**src/rtl/qxmm_pkg.sv**
```systemverilog
package qxmm_pkg;

   localparam int Lanes     = 4;
   localparam int CmdW      = 16;
   localparam int MixW      = 15;
   localparam int PulseW    = 11;
   localparam int SumW      = CmdW + 2;
   localparam int ShW       = SumW + 1;
   localparam int ProdW     = ShW + MixW;
   localparam int PulseQW   = 10;
   localparam int PulseDivW = MixW + 1;
   localparam int PulseNumW = PulseDivW + PulseQW;

   localparam logic [MixW-1:0]      LimReset   = 15'd1000;
   localparam logic [PulseW-1:0]    PulseMin   = 11'd1000;
   localparam logic [PulseNumW-1:0] PulseScale = 26'd2000;

   typedef logic signed [CmdW-1:0] cmd_type;
   typedef logic signed [SumW-1:0] sum_type;
   typedef logic [ShW-1:0]         shifted_type;
   typedef logic [MixW-1:0]        mix_type;
   typedef logic [PulseW-1:0]      pulse_type;

   typedef struct packed {
      logic                          valid;
      mix_type                       lim;
      logic                          scale;
      shifted_type                   hi;
      shifted_type [Lanes-1:0]       m;
   } mix_out_type;

   typedef struct packed {
      logic                          valid;
      mix_type                       lim;
      mix_type [Lanes-1:0]           c;
   } scale_out_type;

   typedef struct packed {
      logic                          valid;
      mix_type [Lanes-1:0]           c;
      pulse_type [Lanes-1:0]         pulse;
   } pulse_out_type;

endpackage

```
**src/rtl/qxmm_mix.sv**
```systemverilog
module qxmm_mix (
   input  logic                  clock,
   input  logic                  reset,
   input  logic                  in_valid,
   input  qxmm_pkg::cmd_type     throttle,
   input  qxmm_pkg::cmd_type     pitch,
   input  qxmm_pkg::cmd_type     roll,
   input  qxmm_pkg::cmd_type     yaw,
   input  qxmm_pkg::mix_type     lim,
   output qxmm_pkg::mix_out_type mix_out
);

   localparam int Lanes = qxmm_pkg::Lanes;
   localparam int SumW  = qxmm_pkg::SumW;
   localparam int ShW   = qxmm_pkg::ShW;
   localparam int MixW  = qxmm_pkg::MixW;

   // stage 1: raw mixes
   logic                  s1_valid_ff;
   qxmm_pkg::mix_type     s1_lim_ff;
   qxmm_pkg::sum_type     s1_m_ff [Lanes];
   qxmm_pkg::sum_type     t_x, p_x, r_x, y_x;

   assign t_x = SumW'(throttle);
   assign p_x = SumW'(pitch);
   assign r_x = SumW'(roll);
   assign y_x = SumW'(yaw);

   always_ff @(posedge clock) begin
      s1_valid_ff <= reset ? 1'b0 : in_valid;
      s1_lim_ff   <= lim;
      s1_m_ff[0]  <= t_x + p_x + r_x - y_x;
      s1_m_ff[1]  <= t_x + p_x - r_x + y_x;
      s1_m_ff[2]  <= t_x - p_x + r_x + y_x;
      s1_m_ff[3]  <= t_x - p_x - r_x - y_x;
   end

   // stage 2: lift so the smallest mix sits at zero if it is negative
   qxmm_pkg::sum_type     lo01, lo23, lo;
   logic signed [ShW-1:0] lift;
   logic                  s2_valid_ff;
   qxmm_pkg::mix_type     s2_lim_ff;
   qxmm_pkg::shifted_type s2_m_ff [Lanes];

   always_comb begin
      lo01 = (s1_m_ff[1] < s1_m_ff[0]) ? s1_m_ff[1] : s1_m_ff[0];
      lo23 = (s1_m_ff[3] < s1_m_ff[2]) ? s1_m_ff[3] : s1_m_ff[2];
      lo   = (lo23 < lo01) ? lo23 : lo01;
      lift = lo[SumW-1] ? ShW'(lo) : '0;
   end

   always_ff @(posedge clock) begin
      s2_valid_ff <= reset ? 1'b0 : s1_valid_ff;
      s2_lim_ff   <= s1_lim_ff;
      for (int i = 0; i < Lanes; i++) begin
         s2_m_ff[i] <= qxmm_pkg::shifted_type'(ShW'(s1_m_ff[i]) - lift);
      end
   end

   // stage 3: largest mix and scale decision
   qxmm_pkg::shifted_type hi01, hi23, hi;
   qxmm_pkg::mix_out_type mix_out_ff;

   always_comb begin
      hi01 = (s2_m_ff[1] > s2_m_ff[0]) ? s2_m_ff[1] : s2_m_ff[0];
      hi23 = (s2_m_ff[3] > s2_m_ff[2]) ? s2_m_ff[3] : s2_m_ff[2];
      hi   = (hi23 > hi01) ? hi23 : hi01;
   end

   always_ff @(posedge clock) begin
      mix_out_ff.valid <= reset ? 1'b0 : s2_valid_ff;
      mix_out_ff.lim   <= s2_lim_ff;
      mix_out_ff.hi    <= hi;
      mix_out_ff.scale <= hi > {{(ShW-MixW){1'b0}}, s2_lim_ff};
      for (int i = 0; i < Lanes; i++) begin
         mix_out_ff.m[i] <= s2_m_ff[i];
      end
   end

   assign mix_out = mix_out_ff;

endmodule

```
**config.mk**
```make
export PLATFORM = sky130hd
export DESIGN_NAME = qxmm_mix
export DESIGN_NICKNAME = d
export VERILOG_FILES = /design/src/rtl/qxmm_pkg.sv /design/src/rtl/qxmm_mix.sv
export SDC_FILE = /design/constraint.sdc
export NUM_CORES = 1
export LEC_CHECK = 0
export BUFFER_PORTS_ARGS = -buffer_cell sky130_fd_sc_hd__buf_2
export CAP_MARGIN = 40
export CORE_MARGIN = 2
export CORE_UTILIZATION = 65
export DETAILED_ROUTE_END_ITERATION = 7
export PLACE_DENSITY = 0.87
export RECOVER_POWER = 50
export SYNTH_ARGS = -nofsm -noshare
export SYNTH_HDL_FRONTEND = slang
export SYNTH_SLANG_ARGS = --single-unit
```
**constraint.sdc**
```tcl
create_clock -name clock -period 16.88 [get_ports clock]
set_clock_uncertainty 0.05 [all_clocks]
set_input_delay 1.688 -clock clock [delete_from_list [all_inputs] [get_ports clock]]
set_output_delay 1.688 -clock clock [all_outputs]
set_load 0.005 [all_outputs]
```
# Yosys cells after proc, flatten, opt, wreduce, memory -nomap -nowiden
# Memory sizes are Yosys's and may differ from the RTL's.
# Cells that the tools add are included.
[word_totals]
register_bits = 144
mem_bits_rw = 148
inputBits = 82
out_inout_bits = 112
wordCells = 42
mem_count = 2
[op_classes]
add_sub_neg = 14
magnitude_cmp = 7
mux = 7
[memory_table]
columns = ["name", "words", "word_bits", "read_ports", "rd_clocked_by_memory_dff", "write_ports", "line_no", "source"]
rows = [
  ["s2_m_ff", 4, 19, 4, 0, 4, "qxmm_mix.sv:43", "qxmm_pkg::shifted_type s2_m_ff [Lanes];"],
  ["s1_m_ff", 4, 18, 4, 0, 4, "qxmm_mix.sv:21", "qxmm_pkg::sum_type s1_m_ff [Lanes];"],
]
[ops]
columns = ["operator", "count"]
rows = [
  ["$mux W19", 4],
  ["$sub A18 B19 Y19", 4],
  ["$gt A19 B19 Y1", 3],
  ["$lt A18 B18 Y1", 3],
  ["$mux W18", 3],
  ["$add A17 B16 Y18", 2],
  ["$add A18 B16 Y18", 2],
  ["$sub A17 B16 Y18", 2],
  ["$sub A18 B16 Y18", 2],
  ["$gt A19 B15 Y1", 1],
  ["$add A16 B16 Y17", 1],
  ["$sub A16 B16 Y17", 1],
]

# Longest topological paths before layout
[logic_depth]
depth_word = 6
depth_mapped = 31
ltp_nobuf = 29

# Least setup slack after synthesis
# No wires, ideal clock.
[synth_path]
path_type = "register to register"
from = "mem s1_m_ff[2][1] (netlist bit)"
to = "mem s2_m_ff[1][17] (netlist bit)"
setup_ns = 0.119
arrival_time_ns = 6.311
required_ns = 16.711
slack_ns = 10.400
stages_incl_launch_ff = 28
path_buffers = 2
synth_period_minus_slack_ns = 6.480
path_cell_list = "dfxtp_1 inv_1 ha_1 o211ai_1 a21oi_1 a211oi_2 o32ai_2 clkbuf_1 mux2_2 ha_1 a21o_1 a21o_1 a21oi_1 o221ai_1 xnor2_1 a31oi_4 clkbuf_1 a41oi_1 ha_1 nor2b_1 o31ai_1 a211oi_1 nor4_1 or4_1 a31oi_1 a21o_1 a21oi_1 xnor2_1"
[synth_rtl]
columns = ["item", "line_no"]
rows = [
  ["start, declared", "qxmm_mix.sv:21"],
  ["end, declared", "qxmm_mix.sv:43"],
]

==> impl_metrics.env <==
export IMPL_hp_class="reg -> reg"
export IMPL_drive_above_1_share_pct=12.0
export IMPL_rsz0062_at_grt="no"
export IMPL_r2r_end="s2_m_ff[3][18]"
export IMPL_io_buffers=193
export IMPL_syn_instance_count=2038
export IMPL_outcome="completed"
export IMPL_insertion_delay_ns=0.54
export IMPL_rrSetupSlack_ns=9.04
export IMPL_cts_hold_buf=0
export IMPL_synthFlopType="dfxtp_1"
export IMPL_cp_required_ns=17.29
export IMPL_slew_headroom_pct=39.6
export IMPL_tns_ns=0
export IMPL_drc=0
export IMPL_fp_coreArea_um2=28800
export IMPL_yosysWarnings=0
export IMPL_detailedPlacementHpwl_um=39700
export IMPL_ant_nets=0
export IMPL_fmax_ghz=0.128
export IMPL_drtPass1Iterations=6
export IMPL_worstPathMaxFanout=32
export IMPL_cts_resized=0
export IMPL_final_cell_mix="296 x ha_1, 289 x dfxtp_1, 245 x inv_1"
export IMPL_setup_violations=0
export IMPL_final_max_slew_viol_count=0
export IMPL_path_buf_inv=5
export IMPL_cpLargestDelayFamily="compound AO/OA/AOI/OAI gates"
export IMPL_min_to="s2_lim_ff[8]"
export IMPL_worst_slew_pin_slew_ns=0.895
export IMPL_vias_per_cell=5.93
export IMPL_timing_final_crit_share_pct=46.4
export IMPL_slowest_delay_ns=0.55
export IMPL_chipWidth_um=175
export IMPL_min_period_ns=7.84
export IMPL_yosysUniqueCellTypes=73
export IMPL_grt_max_degree=34
export IMPL_die_area_um2=30700
export IMPL_cts_buffer_depth=3
export IMPL_cts_root_buf="clkbuf_16"
export IMPL_grt_overflow=0
export IMPL_cpMaxStageDelayCell="ha_1"
export IMPL_cp_start_kind="flop"
export IMPL_grt_pass1_wl_um=79200
export IMPL_numCtsBuffers=26
export IMPL_vias=15716
export IMPL_yosysSeqAreaShare_pct=30.3
export IMPL_chipHeight_um=175
export IMPL_synthesis_nets=2491
export IMPL_fin_nets=2698
export IMPL_r2r_cells=30
export IMPL_place_congestion=0.945
export IMPL_antenna_cells=0
export IMPL_cpMostUsedCell="a21oi_1"
export IMPL_clock_sinks=289
export IMPL_synth_area_um2=19100
export IMPL_gr_usage_all_layers_pct=31.9
export IMPL_wl_per_cell_um=18.9
export IMPL_area_growth_syn_to_layout_pct=12.2
export IMPL_r2r_start="s1_m_ff[2][15]"
export IMPL_hold_violations=0
export IMPL_hp_start="s1_lim_ff[8]"
export IMPL_grt_pass1_vias=15985
export IMPL_layout_commonest_cell="ha_1"
export IMPL_htree_levels=1
export IMPL_clk_pin_slew_worst_paths_ns=0.07
export IMPL_cts_setup_buffers=0
export IMPL_routed_wl_um=50100
export IMPL_synth_edff_count=0
export IMPL_antenna_found_initial=0
export IMPL_hold_depth=0
export IMPL_syn_avg_cell_area_um2=9.36
export IMPL_cp_end_kind="flop"
export IMPL_async_flop_share_pct=0
export IMPL_path_class="reg -> reg"
export IMPL_ys_ff_latch=289
export IMPL_core_rowCount=62
export IMPL_drv_cap=0
export IMPL_drtIter0Drc=1253
export IMPL_start_util_pct=66.3
export IMPL_crit_arrival_ns=8.26
export IMPL_ios=194
export IMPL_cts_tree="yes"
==> sequential cells by signal (all words and copies together) (netlist names) <==
name         cells
mix_out        112
s1_lim_ff       15
s1_m_ff         69
s1_valid_ff      1
s2_lim_ff       15
s2_m_ff         76
s2_valid_ff      1
==> logic make-up (layout without fill, tap and decap cells) <==
family / Yosys count / in the layout / share of synthesized area (%)
AOI/OAI and AO/OA: 460 / 460 / 15.9
and+or+nand+nor: 450 / 450 / 11.4
adders and majority gates: 371 / 371 / 27.3
DFF: 289 / 289 / 30.3
buffers and inverters: 269 / 496 / 5.35
xor gates and xnor gates: 135 / 135 / 6.20
muxes: 64 / 64 / 3.59
==> per-layer routing <==
metal	GRT usage [%]	up-vias	share of wire, %
met1	38.3	7446	41
met4	14.4	0	5.0
met3	3.14	167	5.4
met2	57.7	600	48
met5	0	-	0
li1	-	7503	-
==> area by class of cell <==
| class | count | area (um2) |
|---|---|---|
| Multi-Input combinational cell | 1480 | 12300 |
| Fill cell | 2035 | 7380 |
| Timing Repair Buffer | 202 | 995 |
| Clock inverter | 16 | 199 |
| Tap cell | 384 | 480 |
| Sequential cell | 289 | 5790 |
| Clock buffer | 32 | 734 |
| Inverter | 246 | 923 |
==> worst max-delay path by stage <==
stage / from / end / slack [ns] / depth (start not counted)
floorplan: s1_m_ff[2][1] / s2_m_ff[1][17] / 10.40 / 27
global placement: s1_m_ff[2][17] / s2_m_ff[2][17] / 9.31 / 28
detailed placement: s1_m_ff[2][17] / s2_m_ff[3][18] / 9.12 / 30
CTS: s1_m_ff[2][17] / s2_m_ff[3][18] / 9.08 / 30
global route: s1_m_ff[2][15] / s2_m_ff[3][18] / 8.54 / 30
finish: s1_m_ff[2][15] / s2_m_ff[3][18] / 9.04 / 30
==> synthesized netlist by cell type (8+ instances only) <==
cell	n	area (um2)
or3_1	9	56.3
and2_1	9	56.3
o21bai_1	9	67.6
nor2_1	147	552
nand4_1	16	100
a21oi_1	153	766
ha_1	296	3700
o21a_1	25	188
a41oi_1	18	158
nand2b_1	29	181
nand2_1	82	308
clkbuf_1	13	48.8
or2_2	10	62.6
and3_1	12	75.1
inv_1	245	920
buf_2	9	45.0
o21ai_0	66	330
o31a_1	8	70.1
a211oi_1	35	263
nor3_1	42	210
xnor2_1	92	806
xor2_1	43	377
mux2_2	31	349
a21o_1	47	353
mux2i_1	32	320
a31oi_1	13	81.3
o31ai_1	15	113
fa_1	75	1500
nor2b_1	32	200
dfxtp_1	289	5790
nand3_1	38	190
o211ai_1	13	97.6
==> through the flow <==
| step | utilization, % | cell area [um2] | setup slack [ns] | hold slack, ns | std cells |
|---|---|---|---|---|---|
| final | 74.4 | 21400 | 9.04 | 0.278 | 2649 |
| after floorplan | - | 19100 | 10.40 | 0.260 | 2038 |
| after global placement | 71.2 | 20500 | 9.31 | 0.261 | 2600 |
| after detailed placement | 71.3 | 20500 | 9.12 | 0.265 | 2601 |
| after global routing | 74.4 | 21400 | 8.54 | 0.287 | 2649 |
| after CTS | 74.5 | 21400 | 9.08 | 0.280 | 2649 |
Power is not shown: default switching activity piles up to over one toggle a cycle in this logic, so the estimate is an artifact.
