`config.mk`:
```
export PLATFORM = sky130hd
export DESIGN_NAME = qxmm_pulse
export DESIGN_NICKNAME = d
export VERILOG_FILES = /design/src/rtl/qxmm_pkg.sv /design/src/rtl/qxmm_pulse.sv
export SDC_FILE = /design/constraint.sdc
export NUM_CORES = 2
export LEC_CHECK = 0
export BUFFER_PORTS_ARGS = -buffer_cell sky130_fd_sc_hd__buf_2
export CAP_MARGIN = 30
export CORE_MARGIN = 2
export CORE_UTILIZATION = 50
export CTS_BUF_LIST = sky130_fd_sc_hd__clkbuf_4 sky130_fd_sc_hd__clkbuf_8 sky130_fd_sc_hd__clkbuf_16
export DETAILED_ROUTE_END_ITERATION = 12
export PLACE_DENSITY = 0.65
export RECOVER_POWER = 50
export SKIP_LAST_GASP = 1
export SYNTH_ARGS = -nofsm -noshare
export SYNTH_HDL_FRONTEND = slang
export SYNTH_SLANG_ARGS = --single-unit
export TNS_END_PERCENT = 5
```
`constraint.sdc`:
```
create_clock -name clock -period 7.9 [get_ports clock]
set_input_delay 1.185 -clock clock [delete_from_list [all_inputs] [get_ports clock]]
set_output_delay 1.185 -clock clock [all_outputs]
set_load 0.005 [all_outputs]
```
`src/rtl/qxmm_pkg.sv`:
```
package qxmm_pkg;

   localparam int Lanes     = 4;
   localparam int CmdW      = 16;
   localparam int MixW      = 15;
   localparam int PulseW    = 11;
   localparam int SumW      = CmdW + 2;
   localparam int ShW       = SumW + 1;
   localparam int ProdW     = ShW + MixW;
   localparam int PulseQW   = 10;
   localparam int PulseDivW = MixW + 1;
   localparam int PulseNumW = PulseDivW + PulseQW;

   localparam logic [MixW-1:0]      LimReset   = 15'd1000;
   localparam logic [PulseW-1:0]    PulseMin   = 11'd1000;
   localparam logic [PulseNumW-1:0] PulseScale = 26'd2000;

   typedef logic signed [CmdW-1:0] cmd_type;
   typedef logic signed [SumW-1:0] sum_type;
   typedef logic [ShW-1:0]         shifted_type;
   typedef logic [MixW-1:0]        mix_type;
   typedef logic [PulseW-1:0]      pulse_type;

   typedef struct packed {
      logic                          valid;
      mix_type                       lim;
      logic                          scale;
      shifted_type                   hi;
      shifted_type [Lanes-1:0]       m;
   } mix_out_type;

   typedef struct packed {
      logic                          valid;
      mix_type                       lim;
      mix_type [Lanes-1:0]           c;
   } scale_out_type;

   typedef struct packed {
      logic                          valid;
      mix_type [Lanes-1:0]           c;
      pulse_type [Lanes-1:0]         pulse;
   } pulse_out_type;

endpackage

```
`src/rtl/qxmm_pulse.sv`:
```
module qxmm_pulse (
   input  logic                    clock,
   input  logic                    reset,
   input  qxmm_pkg::scale_out_type scale_in,
   output qxmm_pkg::pulse_out_type pulse_out
);

   localparam int Lanes = qxmm_pkg::Lanes;
   localparam int QW    = qxmm_pkg::PulseQW;
   localparam int DW    = qxmm_pkg::PulseDivW;
   localparam int NW    = qxmm_pkg::PulseNumW;
   localparam int PW    = qxmm_pkg::PulseW;
   localparam int Steps = QW;

   typedef struct packed {
      logic              valid;
      qxmm_pkg::mix_type lim;
      logic [DW-1:0]     d;
   } side_type;

   side_type          side_ff [0:Steps];
   logic [DW-1:0]     rem_ff  [0:Steps][Lanes];
   logic [QW-1:0]     lq_ff   [0:Steps][Lanes];
   qxmm_pkg::mix_type c_ff    [0:Steps][Lanes];
   logic [NW-1:0]     num     [Lanes];

   // round half up: (2000*c + lim) / (2*lim)
   always_comb begin
      for (int i = 0; i < Lanes; i++) begin
         num[i] = NW'(scale_in.c[i]) * qxmm_pkg::PulseScale + NW'(scale_in.lim);
      end
   end

   always_ff @(posedge clock) begin
      side_ff[0] <= '{valid: scale_in.valid & ~reset, lim: scale_in.lim,
                      d: {scale_in.lim, 1'b0}};
      for (int i = 0; i < Lanes; i++) begin
         rem_ff[0][i] <= num[i][NW-1:QW];
         lq_ff[0][i]  <= num[i][QW-1:0];
         c_ff[0][i]   <= scale_in.c[i];
      end
   end

   for (genvar s = 1; s <= Steps; s++) begin : g_step
      always_ff @(posedge clock) begin
         side_ff[s] <= '{valid: side_ff[s-1].valid & ~reset, lim: side_ff[s-1].lim,
                         d: side_ff[s-1].d};
      end
      for (genvar l = 0; l < Lanes; l++) begin : g_lane
         logic [DW:0] t, diff;
         logic        ge;
         assign t    = {rem_ff[s-1][l], lq_ff[s-1][l][QW-1]};
         assign diff = t - {1'b0, side_ff[s-1].d};
         assign ge   = t >= {1'b0, side_ff[s-1].d};
         always_ff @(posedge clock) begin
            rem_ff[s][l] <= ge ? diff[DW-1:0] : t[DW-1:0];
            lq_ff[s][l]  <= {lq_ff[s-1][l][QW-2:0], ge};
            c_ff[s][l]   <= c_ff[s-1][l];
         end
      end
   end

   qxmm_pkg::pulse_out_type out_ff;
   logic                    lim_zero;

   assign lim_zero = side_ff[Steps].lim == '0;

   // quotient never exceeds 1000, so the pulse tops out at 2000
   always_ff @(posedge clock) begin
      out_ff.valid <= reset ? 1'b0 : side_ff[Steps].valid;
      for (int i = 0; i < Lanes; i++) begin
         out_ff.c[i]     <= c_ff[Steps][i];
         out_ff.pulse[i] <= lim_zero ? qxmm_pkg::PulseMin
                                     : qxmm_pkg::PulseMin + PW'(lq_ff[Steps][i]);
      end
   end

   assign pulse_out = out_ff;

endmodule

```
## Word-level counts from Yosys, hierarchy flattened

Memories as Yosys holds them, arrays and structs flattened. A register that Yosys moved wholly into a read port is not among the register bits.
Index checks and enable logic that the tools add are counted.

| word-level totals | value |
|---|---|
| bits in registers | 45 |
| memory bits (writable) | 2156 |
| logic and storage cells | 154 |
| memories | 4 |

| operators by class | value |
|---|---|
| $add $sub $neg | 48 |
| $mul | 4 |
| magnitude comparators | 40 |
| muxes and demuxes | 40 |
| bitwise logic cells | 12 |
| reductions and logical operators | 1 |

Memories:

| name | depth | width | rd ports | clocked after Yosys merged registers in | wr ports | RTL line | text |
|---|---|---|---|---|---|---|---|
| rem_ff | 11 | 64 | 10 | 0 | 11 | qxmm_pulse.sv:22 | `logic [DW-1:0] rem_ff [0:Steps][Lanes];` |
| c_ff | 11 | 60 | 11 | 1 | 11 | qxmm_pulse.sv:24 | `qxmm_pkg::mix_type c_ff [0:Steps][Lanes];` |
| lq_ff | 11 | 40 | 11 | 0 | 11 | qxmm_pulse.sv:23 | `logic [QW-1:0] lq_ff [0:Steps][Lanes];` |
| side_ff | 11 | 32 | 11 | 0 | 11 | qxmm_pulse.sv:21 | `side_type side_ff [0:Steps];` |

Operator list:

| cell | number |
|---|---|
| greater-or-equal comparator 17 x 16 -> 1 bit | 40 |
| 2-to-1 mux 16 bit | 40 |
| subtractor 16 bit | 40 |
| adder 26 x 15 -> 26 bit | 4 |
| multiplier 15 x 7 -> 22 bit, second input constant | 4 |
| adder 10 x 10 -> 11 bit, first input constant | 4 |
| logical NOT 15 bit | 1 |
| bitwise AND 1 bit | 11 |
| NOT 1 bit | 1 |

## Logic depth before layout (Yosys ltp)

An unclocked memory read counts as a cell.

| logic depth | value |
|---|---|
| depth in word-level cells | 3 |
| gate-level depth with buffers | 22 |

## Worst setup path before layout

No wires, ideal clock.

| path | value |
|---|---|
| kind | input to register |
| start | input scale_in[30] (netlist name) |
| end | memory rem_ff[0][28] (netlist name) |
| arrival | 5918 ps |
| data required time | 7828 ps |
| path slack | 1910 ps |
| stages on the path | 19 |
| buffers on the path | 0 |
| cell sequence | fa_1 inv_1 fa_1 fa_1 fa_1 inv_1 ha_1 o211ai_1 o211ai_1 a21oi_1 xnor2_1 ha_1 nand3_1 o2111ai_1 nand4b_1 or2_1 o21a_1 a2111oi_2 xnor2_1 |

RTL lines:

| what | RTL line | text |
|---|---|---|
| start, declared | qxmm_pulse.sv:4 | `input qxmm_pkg::scale_out_type scale_in,` |
| end, declared | qxmm_pulse.sv:22 |  |

==> results.py <==
metrics = {
    "status": {
        "outcome": "completed",
    },
    "grt": {
        "grt_max_degree": 39,
        "grt_pass1_wl_mm": 303,
        "antenna_found_initial": 22,
        "first_global_vias": 53800,
        "grt_use_total": 0.234,
        "overflow": 0,
    },
    "timing": {
        "rsz0062_at_grt": "false",
        "tightest_slew_ns": 0.989,
        "fin_crit_ns": 5.84,
        "fmax_mhz": 171,
        "postLayoutSetupSlackWorst_ns": 2.06,
        "hold_viol": 0,
        "fin_tns_setup_ns": 0,
        "finalSetupViolCount": 0,
        "period_share": 0.740,
        "slew_headroom": 0.339,
        "fin_skew_ns": 0.0964,
        "drv_slew": 0,
    },
    "synth": {
        "synth-seq-cells": 1873,
        "netlist_top_cells_area": "dfxtp_1, ha_1, fa_1",
        "synthCells": 7747,
        "syn_area_per_cell_sq_um": 10.5,
        "synth_most_common_cell": "dfxtp_1",
        "syn-cell-area_sq_um": 81600,
        "syn-num-nets": 8903,
        "synth_top_area_frac": 0.460,
        "synth-seq-area-share": 0.460,
        "synthArstFlopShare": 0,
        "synth.distinct_cells": 98,
        "synth_edf_count": 0,
        "synthFlopType": "dfxtp_1",
        "yosysWarningCount": 0,
        "synthTopCellsByCount": "dfxtp_1, ha_1, inv_1",
        "synth.largest_area_cell": "dfxtp_1",
    },
    "final_layout": {
        "post_route_cells_drive_above_1_share": 0.0984,
        "fill_cells": 13900,
        "nNetsFinal": 9187,
        "multi_input_area_sq_um": 40900,
        "fin_cells": 10400,
        "regArea_sq_um": 37500,
        "syn_to_final_growth_pct": 12.1,
    },
    "placement": {
        "io_buffers": 182,
        "dp_hpwl_mm": 155,
        "placedCellCount": 10000,
        "preCtsSetupSlack_ns": 1.25,
        "gp_congestion": 0.922,
    },
    "critical_path": {
        "r2r_start": "rem_ff[8][48]",
        "cpMaxStageDelayCell": "fa_1",
        "critPathMaxFanout": 6,
        "rrSetupSlack_ns": 3.60,
        "cp-startpoint": "scale_in[31]",
        "start_kind": "input pin",
        "regToRegEndpoint": "rem_ff[9][46]",
        "criticalPathCategory": "in -> reg",
        "crit_chain": "buf_2 > inv_1 > fa_1 > fa_1 > fa_1 > fa_1 > inv_1 > ha_1 > o211ai_1 > o211ai_1 > a21oi_1 > xnor2_1 > ha_1 > nand3_1 > o2111ai_1 > nand4b_1 > or2_1 > o21a_1 > a2111oi_2 > xnor2_1",
        "max_stage_delay_ns": 0.57,
        "crit_arrival_ns": 6.60,
        "endpoint": "rem_ff[0][28]",
        "crit_required_ns": 8.65,
        "cp_common_cell": "fa_1",
        "r2r_cells": 13,
        "endpoint_kind": "register",
    },
    "die": {
        "die_area_sq_um": 166000,
        "io_pins": 183,
        "rows": 148,
        "core_area_sq_um": 162000,
        "die_h_um": 408,
        "start_util": 0.502,
        "die_x_um": 408,
    },
    "drt": {
        "drc": 0,
        "vias_per_cell": 5.25,
        "ant_nets": 0,
        "routed_wirelength_mm": 196,
        "wl_per_cell_um": 18.9,
        "drtIter0Drc": 3431,
        "first_pass_iters": 5,
        "vias": 54400,
    },
    "pwr": {
        "p_clk_frac": 0.200,
        "internal-power_mw": 27.8,
        "power_mw": 45.8,
        "switchingPower_mw": 18.0,
        "power_frac_comb": 0.491,
        "p_seq_frac": 0.309,
        "p_per_area_nw_per_um2": 501,
        "p_leak_nw": 41.2,
        "p_sw_frac": 0.393,
        "peakVddDrop_uv": 269,
    },
    "run": {
        "maxCapViolations": 0,
    },
    "clocking": {
        "cts_tree": "done",
        "cts.repair.resized": 0,
        "clk_latency_ns": 0.86,
        "cts_setup_buffers": 0,
        "ctsHoldBuffers": 0,
        "cts_root_buffer": "clkbuf_16",
        "clk_pin_slew_ns": 0.06,
        "htreeDepth": 4,
        "cts.path.max_buffers": 3,
        "numCtsBuffers": 182,
        "cts_sinks": 1873,
    },
    "worst_hold_path": {
        "min_path_type": "reg -> reg",
    },
}
-- cells in the final DEF, fill, tap and decap left out, types with 93 or more instances in the layout --
master	instances
xnor2_1	328
nor2b_1	141
a21oi_1	433
nand3_1	122
dfxtp_1	1873
buf_2	182
clkbuf_16	182
mux2_2	168
o21ai_1	103
nand4_1	93
ha_1	838
inv_1	701
nor2_1	348
fa_1	240
nor3_1	178
o21ai_0	289
xor2_1	187
nand2_1	477
a21o_1	147
-- critical path: cells and delay by family --
| kind | cells | cell delay [ns] |
|---|---|---|
| compound gates | 6 | 1.40 |
| buf+inv | 3 | 0.32 |
| fa+ha+maj | 6 | 2.76 |
| xor+xnor | 2 | 0.29 |
| simple gates | 3 | 0.62 |
-- power by group through the flow --
stage	logic (mW)	clock network (mW)	registers, mW
finish	22.5	9.15	14.2
detailed placement	22.1	0	14.3
global placement	21.8	0	14.3
global route	25.1	9.76	14.4
floorplan	17.6	0	13.5
CTS	22.3	9.37	14.2
-- metrics by stage --
stage	instance area [sq um]	util	hold WS, ns
2_1_floorplan	81600	-	0.310
3_3_place_gp	84700	0.522	0.310
3_5_place_dp	84800	0.522	0.312
4_1_cts	91400	0.563	0.294
5_1_grt	91500	0.563	0.301
6_report	91500	0.563	0.293
-- state kept, by name, indices dropped and copies added (netlist names) --
register and flops:
c_ff 660, lq_ff 338, pulse_out 105, rem_ff 631, side_ff 139
-- worst min path at each step --
stage,start,end,slack [ns],cells after the start
after detailed placement,c_ff[9][40],c_ff[10][40],0.31,0
after global placement,c_ff[7][43],c_ff[8][43],0.31,0
after CTS,c_ff[0][22],c_ff[1][22],0.29,0
final,c_ff[0][22],c_ff[1][22],0.29,0
after global routing,c_ff[7][3],c_ff[8][3],0.30,0
after floorplan,c_ff[9][0],c_ff[10][0],0.31,0
-- metal layers --
layer  part of all wire  track usage  up-vias  routed length (um)
met2               0.44        0.367     1286               85600
li1                   -            -    27200                   -
met3              0.060       0.0437      348               11800
met4              0.034       0.0848       14                6690
met5            0.00045            0        -                  89
met1               0.47        0.322    25600               91700
-- layout make-up --
cell class,instances,share of cell area
inverter,708,0.0291
antenna,3,0.0000821
tap,2175,0.0298
timing repair buffer,197,0.0118
sequential,1873,0.410
multi-input combinational,5069,0.447
clock buffer,255,0.0583
clock inverter,81,0.0138
-- kinds of logic after synthesis --
family	synth area share
compound gates	0.118
xor+xnor	0.0555
fa+ha+maj	0.187
buf+inv	0.0389
flops	0.460
mux	0.0357
simple gates	0.105
Note: power is estimated with default switching activity, not from simulation.
